$ cat src/hw/rtl/kcl_pkg.sv
package kcl_pkg;

	localparam int DEFAULT_CODE_DIGITS = 4;
	localparam int SHOWN_POSITIONS = 4;

	localparam logic OP_KEY  = 1'b0;
	localparam logic OP_TICK = 1'b1;

	localparam logic [3:0] KEY_DIGIT_MAX = 4'd9;
	localparam logic [3:0] KEY_STAR      = 4'd10;
	localparam logic [3:0] KEY_HASH      = 4'd11;

	localparam logic [1:0] REG_EXPECTED_CODE = 2'd0;
	localparam logic [1:0] REG_GOOD_HOLD     = 2'd1;
	localparam logic [1:0] REG_ERROR_HOLD    = 2'd2;

	localparam logic [1:0] MODE_CODE  = 2'd0;
	localparam logic [1:0] MODE_GOOD  = 2'd1;
	localparam logic [1:0] MODE_ERROR = 2'd2;

	localparam logic [1:0] LED_BLUE  = 2'd0;
	localparam logic [1:0] LED_GREEN = 2'd1;
	localparam logic [1:0] LED_RED   = 2'd2;

	localparam logic [15:0] EXPECTED_CODE_RESET = 16'h1234;
	localparam logic [15:0] GOOD_HOLD_RESET     = 16'd2000;
	localparam logic [15:0] ERROR_HOLD_RESET    = 16'd1000;

	localparam logic [6:0] CH_ZERO = 7'h30;
	localparam logic [6:0] CH_DASH = 7'h2D;
	localparam logic [6:0] CH_X    = 7'h58;
	localparam logic [6:0] CH_G    = 7'h47;
	localparam logic [6:0] CH_O    = 7'h4F;
	localparam logic [6:0] CH_D    = 7'h44;

	typedef struct packed {
		logic [15:0] error_hold;
		logic [15:0] good_hold;
		logic [15:0] expected_code;
	} cfg_t;

	// Updated lock state as the display needs it: the first four digits only.
	typedef struct packed {
		logic [SHOWN_POSITIONS-1:0][3:0] digits;
		logic [2:0]                      shown;
		logic [1:0]                      mode;
		logic [1:0]                      led;
		logic                            solved;
	} view_t;

	typedef struct packed {
		logic       pad;
		logic       solved;
		logic [1:0] led_colour;
		logic [6:0] char_fourth;
		logic [6:0] char_third;
		logic [6:0] char_second;
		logic [6:0] char_first;
	} result_t;

endpackage

$ cat src/hw/rtl/kcl_lock_fsm.sv
module kcl_lock_fsm #(
	parameter int CODE_DIGITS = kcl_pkg::DEFAULT_CODE_DIGITS
) (
	input  logic           clk,
	input  logic           arst_n,
	input  logic           step,
	input  logic           opcode,
	input  logic [3:0]     key_code,
	input  kcl_pkg::cfg_t  cfg,
	output kcl_pkg::view_t view
);

	localparam int CNT_W = $clog2(CODE_DIGITS + 1);

	logic [CODE_DIGITS-1:0][3:0] digit_q, digit_n;
	logic [CNT_W-1:0]            count_q, count_n;
	logic [15:0]                 hold_q, hold_n;
	logic [1:0]                  mode_q, mode_n;
	logic [1:0]                  led_q, led_n;
	logic                        solved_q, solved_n;
	logic                        match;
	logic [31:0]                 code_ext;
	logic [15:0]                 good_len, error_len;
	logic [3:0]                  count_ext;
	logic [kcl_pkg::SHOWN_POSITIONS-1:0][3:0] shown_digits;

	assign code_ext  = {16'd0, cfg.expected_code};
	assign good_len  = (cfg.good_hold == 16'd0) ? 16'd1 : cfg.good_hold;
	assign error_len = (cfg.error_hold == 16'd0) ? 16'd1 : cfg.error_hold;

	always_comb begin
		match = (count_q == CNT_W'(CODE_DIGITS));
		for (int i = 0; i < CODE_DIGITS; i++) begin
			if (code_ext[4*(CODE_DIGITS-1-i) +: 4] != digit_q[i]) begin
				match = 1'b0;
			end
		end
	end

	always_comb begin
		digit_n  = digit_q;
		count_n  = count_q;
		hold_n   = hold_q;
		mode_n   = mode_q;
		led_n    = led_q;
		solved_n = solved_q;
		if (opcode == kcl_pkg::OP_TICK) begin
			if (hold_q != 16'd0) begin
				hold_n = hold_q - 16'd1;
				if (hold_q == 16'd1) begin
					digit_n = '0;
					count_n = '0;
					mode_n  = kcl_pkg::MODE_CODE;
				end
			end
		end else if (key_code <= kcl_pkg::KEY_DIGIT_MAX) begin
			if (count_q >= CNT_W'(CODE_DIGITS)) begin
				led_n  = kcl_pkg::LED_RED;
				mode_n = kcl_pkg::MODE_ERROR;
				hold_n = error_len;
			end else begin
				for (int i = 0; i < CODE_DIGITS; i++) begin
					if (count_q == CNT_W'(i)) begin
						digit_n[i] = key_code;
					end
				end
				count_n = count_q + CNT_W'(1);
				led_n   = kcl_pkg::LED_BLUE;
				mode_n  = kcl_pkg::MODE_CODE;
				hold_n  = 16'd0;
			end
		end else if (key_code == kcl_pkg::KEY_STAR) begin
			digit_n = '0;
			count_n = '0;
			mode_n  = kcl_pkg::MODE_CODE;
			led_n   = kcl_pkg::LED_BLUE;
			hold_n  = 16'd0;
		end else if (key_code == kcl_pkg::KEY_HASH) begin
			if (match) begin
				led_n    = kcl_pkg::LED_GREEN;
				mode_n   = kcl_pkg::MODE_GOOD;
				solved_n = 1'b1;
				hold_n   = good_len;
			end else begin
				led_n  = kcl_pkg::LED_RED;
				mode_n = kcl_pkg::MODE_ERROR;
				hold_n = error_len;
			end
		end
	end

	always_ff @(posedge clk or negedge arst_n) begin
		if (!arst_n) begin
			digit_q  <= '0;
			count_q  <= '0;
			hold_q   <= 16'd0;
			mode_q   <= kcl_pkg::MODE_CODE;
			led_q    <= kcl_pkg::LED_BLUE;
			solved_q <= 1'b0;
		end else if (step) begin
			digit_q  <= digit_n;
			count_q  <= count_n;
			hold_q   <= hold_n;
			mode_q   <= mode_n;
			led_q    <= led_n;
			solved_q <= solved_n;
		end
	end

	genvar p;
	generate
		for (p = 0; p < kcl_pkg::SHOWN_POSITIONS; p++) begin : g_shown
			if (p < CODE_DIGITS) begin : g_used
				assign shown_digits[p] = digit_n[p];
			end else begin : g_unused
				assign shown_digits[p] = 4'd0;
			end
		end
	endgenerate

	assign count_ext = 4'(count_n);

	always_comb begin
		view.digits = shown_digits;
		view.shown  = (count_ext >= 4'd4) ? 3'd4 : count_ext[2:0];
		view.mode   = mode_n;
		view.led    = led_n;
		view.solved = solved_n;
	end

endmodule

$ cat src/hw/rtl/kcl_display.sv
module kcl_display (
	input  kcl_pkg::view_t   view,
	output kcl_pkg::result_t result
);

	logic [kcl_pkg::SHOWN_POSITIONS-1:0][6:0] ch;

	always_comb begin
		for (int p = 0; p < kcl_pkg::SHOWN_POSITIONS; p++) begin
			case (view.mode)
				kcl_pkg::MODE_GOOD: begin
					ch[p] = (p == 0) ? kcl_pkg::CH_G :
						(p == kcl_pkg::SHOWN_POSITIONS - 1) ? kcl_pkg::CH_D : kcl_pkg::CH_O;
				end
				kcl_pkg::MODE_ERROR: begin
					ch[p] = kcl_pkg::CH_X;
				end
				default: begin
					if (3'(p) < view.shown) begin
						ch[p] = kcl_pkg::CH_ZERO + {3'd0, view.digits[p]};
					end else begin
						ch[p] = kcl_pkg::CH_DASH;
					end
				end
			endcase
		end
	end

	always_comb begin
		result.pad         = 1'b0;
		result.solved      = view.solved;
		result.led_colour  = view.led;
		result.char_first  = ch[0];
		result.char_second = ch[1];
		result.char_third  = ch[2];
		result.char_fourth = ch[3];
	end

endmodule

$ cat src/hw/rtl/kcl_out_buf.sv
module kcl_out_buf (
	input  logic             clk,
	input  logic             arst_n,
	input  logic             push,
	input  kcl_pkg::result_t push_data,
	output logic             push_ready,
	output logic             m_tvalid,
	input  logic             m_tready,
	output kcl_pkg::result_t m_tdata
);

	kcl_pkg::result_t out_q, skid_q;
	logic             out_valid_q, skid_valid_q;
	logic             pop;

	assign pop        = out_valid_q && m_tready;
	assign push_ready = !skid_valid_q;
	assign m_tvalid   = out_valid_q;
	assign m_tdata    = out_q;

	always_ff @(posedge clk or negedge arst_n) begin
		if (!arst_n) begin
			out_valid_q  <= 1'b0;
			skid_valid_q <= 1'b0;
		end else if (!out_valid_q || pop) begin
			if (skid_valid_q) begin
				out_valid_q  <= 1'b1;
				skid_valid_q <= 1'b0;
			end else begin
				out_valid_q <= push;
			end
		end else if (push) begin
			skid_valid_q <= 1'b1;
		end
	end

	always_ff @(posedge clk) begin
		if (!out_valid_q || pop) begin
			if (skid_valid_q) begin
				out_q <= skid_q;
			end else if (push) begin
				out_q <= push_data;
			end
		end else if (push) begin
			skid_q <= push_data;
		end
	end

endmodule

$ cat src/hw/rtl/keypad_code_lock.sv
// Channel    Direction  Handshake            Contents
// s_axis     in         s_tvalid / s_tready  s_tuser: opcode; s_tdata: key_code
// m_axis     out        m_tvalid / m_tready  m_tdata: four characters, LED colour, solved
// cfg        in         cfg_we               cfg_index selects the register, cfg_data the value
//
// One transaction is taken per cycle while s_tready is high; each produces one result.
// The input register feeds the lock update and display formatting, whose result lands in
// a two-entry output buffer, so input keeps flowing while one result waits downstream.
// Reset clears the entry, cancels any hold, turns the LED blue and loads the default code
// and hold lengths. A stalled output holds s_tready low only once both buffer entries and the input register fill.
module keypad_code_lock #(
	parameter int CODE_DIGITS = kcl_pkg::DEFAULT_CODE_DIGITS
) (
	input  logic        clk,
	input  logic        arst_n,
	input  logic        s_tvalid,
	output logic        s_tready,
	input  logic        s_tuser,   // [0] opcode
	input  logic [7:0]  s_tdata,   // [3:0] key_code, [7:4] zero
	output logic        m_tvalid,
	input  logic        m_tready,
	output logic [31:0] m_tdata,   // [6:0] char_first, [13:7] char_second,
	                               // [20:14] char_third, [27:21] char_fourth,
	                               // [29:28] led_colour, [30] solved, [31] zero
	input  logic        cfg_we,
	input  logic [1:0]  cfg_index,
	input  logic [15:0] cfg_data
);

	kcl_pkg::cfg_t    cfg_q;
	kcl_pkg::view_t   view;
	kcl_pkg::result_t result;
	kcl_pkg::result_t out_data;
	logic             valid_s1;
	logic             opcode_s1;
	logic [3:0]       key_s1;
	logic             push;
	logic             push_ready;

	always_ff @(posedge clk or negedge arst_n) begin
		if (!arst_n) begin
			cfg_q.expected_code <= kcl_pkg::EXPECTED_CODE_RESET;
			cfg_q.good_hold     <= kcl_pkg::GOOD_HOLD_RESET;
			cfg_q.error_hold    <= kcl_pkg::ERROR_HOLD_RESET;
		end else if (cfg_we) begin
			case (cfg_index)
				kcl_pkg::REG_EXPECTED_CODE: cfg_q.expected_code <= cfg_data;
				kcl_pkg::REG_GOOD_HOLD:     cfg_q.good_hold     <= cfg_data;
				kcl_pkg::REG_ERROR_HOLD:    cfg_q.error_hold    <= cfg_data;
				default: ;
			endcase
		end
	end

	assign push     = valid_s1 && push_ready;
	assign s_tready = !valid_s1 || push_ready;

	always_ff @(posedge clk or negedge arst_n) begin
		if (!arst_n) begin
			valid_s1 <= 1'b0;
		end else if (s_tready) begin
			valid_s1 <= s_tvalid;
		end
	end

	always_ff @(posedge clk) begin
		if (s_tready && s_tvalid) begin
			opcode_s1 <= s_tuser;
			key_s1    <= s_tdata[3:0];
		end
	end

	kcl_lock_fsm #(
		.CODE_DIGITS(CODE_DIGITS)
	) u_lock_fsm (
		.clk      (clk),
		.arst_n   (arst_n),
		.step     (push),
		.opcode   (opcode_s1),
		.key_code (key_s1),
		.cfg      (cfg_q),
		.view     (view)
	);

	kcl_display u_display (
		.view   (view),
		.result (result)
	);

	kcl_out_buf u_out_buf (
		.clk        (clk),
		.arst_n     (arst_n),
		.push       (push),
		.push_data  (result),
		.push_ready (push_ready),
		.m_tvalid   (m_tvalid),
		.m_tready   (m_tready),
		.m_tdata    (out_data)
	);

	assign m_tdata = out_data;

	a_accept_loads_s1: assert property (@(posedge clk) disable iff (!arst_n)
		s_tvalid && s_tready |=> valid_s1)
		else $error("Accepted transaction did not reach the input register.");

	a_s1_holds: assert property (@(posedge clk) disable iff (!arst_n)
		valid_s1 && !push_ready |=> valid_s1 && $stable(key_s1) && $stable(opcode_s1))
		else $error("Input register changed while the output buffer was full.");

	a_green_means_solved: assert property (@(posedge clk) disable iff (!arst_n)
		push && result.led_colour == kcl_pkg::LED_GREEN |-> result.solved)
		else $error("Green LED without the solved flag.");

	a_led_code_valid: assert property (@(posedge clk) disable iff (!arst_n)
		m_tvalid |-> m_tdata[29:28] != 2'b11)
		else $error("Undefined LED colour on the output.");

endmodule

$ cat config.mk
export PLATFORM = sky130hd
export DESIGN_NAME = keypad_code_lock
export DESIGN_NICKNAME = d
export VERILOG_FILES = /design/src/hw/rtl/kcl_pkg.sv /design/src/hw/rtl/kcl_lock_fsm.sv /design/src/hw/rtl/kcl_display.sv /design/src/hw/rtl/kcl_out_buf.sv /design/src/hw/rtl/keypad_code_lock.sv
export SDC_FILE = /design/constraint.sdc
export NUM_CORES = 1
export LEC_CHECK = 0
export BUFFER_PORTS_ARGS = -buffer_cell sky130_fd_sc_hd__buf_2
export CORE_UTILIZATION = 40
export CTS_CLUSTER_DIAMETER = 150
export DETAILED_ROUTE_END_ITERATION = 8
export PLACE_DENSITY_LB_ADDON = 0.12
export SLEW_MARGIN = 20
export SYNTH_ARGS = -nofsm -noshare
export SYNTH_HDL_FRONTEND = slang
export SYNTH_SLANG_ARGS = --single-unit
$ cat constraint.sdc
create_clock -name clk -period 3.6 [get_ports clk]
set_input_delay 0.18 -clock clk [delete_from_list [all_inputs] [get_ports clk]]
set_output_delay 0.18 -clock clk [all_outputs]
set_load 0.1 [all_outputs]
==> impl_metrics.json <==
{
  "final_layout_size_suffix_gt1_share_pct": 28.57,
  "critical_path_class": "flop to flop",
  "area_growth_pct": 18.25,
  "critPathLaunchType": "flop",
  "routabilityCongestion": 0.8555,
  "path_common_cell": "buf_4",
  "htreeDepth": 4,
  "drv_slew": 0,
  "yosys_register_bits": 146,
  "antenna_cells": 0,
  "grt_pass1_vias": 5243,
  "yosysSeqAreaShare_pct": 54.45,
  "ios": 66,
  "rows": 48,
  "crit_path_max_incr_delay_ns": 0.54,
  "critical_path.top_delay_family": "simple AND/OR/NAND/NOR gates",
  "hpwlAfterDp_um": 13680,
  "drt_pass1_iterations": 5,
  "cts_sinks": 146,
  "routed_wl_um": 18790,
  "gr-total-overflow": 0,
  "required_ns": 3.77,
  "status": "completed",
  "path_clk_slew_ns": 0.06,
  "antenna_found_initial": 0,
  "cts_tree": "done",
  "mostFrequentLayoutCells": "74 x dfrtp_1, 62 x nand2_1, 61 x mux2_2",
  "p_leak_nw": 3.497,
  "crit_start": "cfg_q[12]",
  "grt_max_degree": 73,
  "grt_pass1_wl_um": 29750,
  "nets": 777,
  "coreArea_sq_um": 17480,
  "initial_core_util_pct": 41.51,
  "worstPathCellList": "xor2_1, nor4_1, buf_4, and3_1, nand2_1, a21oi_1, o21ai_0, ha_1, nand3_1, a221oi_1, buf_4, o31ai_1",
  "relSlewSlack_pct": 37.75,
  "synth-edff-count": 55,
  "grt_setup_unrepaired": "false",
  "vias": 5559,
  "grtUsageTotal_pct": 21.54,
  "drt_iter0_drc": 520,
  "final_util_pct": 49.08,
  "skew_ns": 0.01052,
  "numCtsBuffers": 17,
  "ctsRootBufferMaster": "clkbuf_16",
  "cp_slowest_cell": "dfstp_2",
  "synth-main-ff-cell": "dfrtp_1",
  "drcViolationCount": 0,
  "clk_path_buf_depth": 2,
  "ys_warn_count": 0,
  "r2r_start": "cfg_q[12]",
  "min_period_ns": 3.369,
  "post_cts_buffers": 0,
  "port_buffers": 60,
  "syn_inst": 652,
  "finalSetupTns_ns": 0,
  "hold_viol": 0,
  "max_freq_mhz": 296.8,
  "layout_commonest_cell": "dfrtp_1",
  "syn_area_sq_um": 7254,
  "wire_per_inst_um": 19.29,
  "p_per_area_nw_per_um2": 783.5,
  "via_per_inst": 5.707,
  "die_area_sq_um": 18680,
  "synth_async_sr_flop_share_pct": 62.33,
  "die_h_um": 136.7,
  "cp_num_buf_inv": 2,
  "hold_path.class": "input pin to flop",
  "final_antenna_net_count": 0,
  "synth_nets": 693,
  "end_kind": "flop",
  "cp_max_fo": 6,
  "clkLatencyLatePin_ns": 0.43,
  "ir_worst_vdd_mv": 0.4096,
  "min_from": "cfg_data[6]",
  "die_w_um": 136.7,
  "cap_violations": 0,
  "finalSetupViolCount": 0,
  "worst_pin_slew_ns": 0.9337,
  "syn_area_per_cell_sq_um": 11.13,
  "finalCritPeriodShare_pct": 93.58,
  "cp.arrival_ns": 3.54,
  "yosysUniqueCellTypes": 68
}
-- path summary, 6_finish.rpt --
path | to | slack, ns | depth (start not counted)
worst min register to register | u_lock_fsm.solved_q | 0.46 | 1
min in group asynchronous | cfg_q[21] | 0.41 | 2
worst min-delay path | cfg_q[6] | 0.01 | 2
worst max register to register | u_out_buf.m_tdata[24] | 0.23 | 12
worst max-delay path | u_out_buf.m_tdata[24] | 0.23 | 12
max in group asynchronous | cfg_q[25] | 2.29 | 3
-- repair_timing --
| item | in CTS | in global routing |
|---|---|---|
| hold endpoints to repair | 61 | 0 |
| hold buffers | 7 | 0 |
| gates resized for setup | 0 | 1 |
| endpoints found under the setup margin | 0 | 1 |
-- metal layers --
layer	part of all wire (%)	up-vias	GRT usage (%)
met3	4.7	16	4.444
met2	45	168	31.70
met1	49	2763	31.40
met5	0	-	0
met4	1.2	0	7.160
li1	-	2612	-
-- worst register-to-register path: stages (launching register included) --
cell and delay, ns:
dfstp_2 0.54, xor2_1 0.06, nor4_1 0.30, buf_4 0.17, and3_1 0.23, nand2_1 0.10, a21oi_1 0.24, o21ai_0 0.12
ha_1 0.45, nand3_1 0.28, a221oi_1 0.36, buf_4 0.18, o31ai_1 0.07
-- area by class of cell --
type	instances	area, sq um
clock buffers	22	464.2
clock inverters	10	110.1
fillers	1602	8899
inverters	13	48.80
multi-input cells	458	3103
flip-flops and latches	146	3950
well taps	225	281.5
repair buffers	100	620.6
-- cells by family (layout without fill, tap and decap cells) --
family | count (synthesis) | in the layout | share of synthesized area [%]
AO/OA/AOI/OAI | 176 | 176 | 15.80
XOR/XNOR | 16 | 16 | 1.932
adder cells (fa/ha/maj) | 9 | 9 | 1.552
buffers and inverters | 48 | 145 | 3.035
flip-flops | 146 | 146 | 54.45
multiplexers | 61 | 61 | 9.469
other | 1 | 1 | 0.05169
AND/OR/NAND/NOR | 195 | 195 | 13.71
-- registers in the layout, indices dropped and copies added, names as in the netlist, 2 cells and up --
signal	cells
cfg_q	48
u_lock_fsm.led_q	2
u_lock_fsm.digit_q	16
u_out_buf.m_tdata	25
u_lock_fsm.mode_q	2
u_lock_fsm.count_q	3
u_out_buf.skid_q	25
key_s1	4
u_lock_fsm.hold_q	16
-- synthesized netlist by cell type (10+ instances only) --
cell	number	area share, %
nand2_1	62	3.2
nor4_1	12	1.0
buf_4	10	1.0
inv_1	12	0.62
edfxtp_1	55	23
o21ai_0	55	3.8
dfstp_2	17	6.2
nor2b_1	10	0.86
clkbuf_1	23	1.2
nor3_1	16	1.1
nor2_1	32	1.7
nand3_1	15	1.0
xor2_1	12	1.4
dfrtp_1	74	26
mux2_2	61	9.5
a21oi_1	37	2.6
-- power by group --
part           leakage, nW  switching (mW)  total [mW]  internal, mW
registers             1.61           0.348        2.60          2.25
logic                 1.60            1.64        2.39         0.753
clock network        0.281           0.681        1.73          1.05
total                 3.50            2.67        6.72          4.05
-- metrics by stage --
stage | worst slack, ns | power (mW) | cells | hold slack (ns) | cell area (sq um)
floorplan | 0.4305 | 4.347 | 652 | -0.1156 | 7254
global placement | 0.2828 | 4.933 | 935 | 0.3563 | 7923
detailed placement | 0.2318 | 4.981 | 935 | 0.3581 | 7929
CTS | 0.2134 | 6.741 | 974 | 0.004397 | 8573
global route | 0.04017 | 7.080 | 974 | 0.005578 | 8578
finish | 0.2311 | 6.721 | 974 | 0.01261 | 8578
Power figures use the tool's default switching activity.
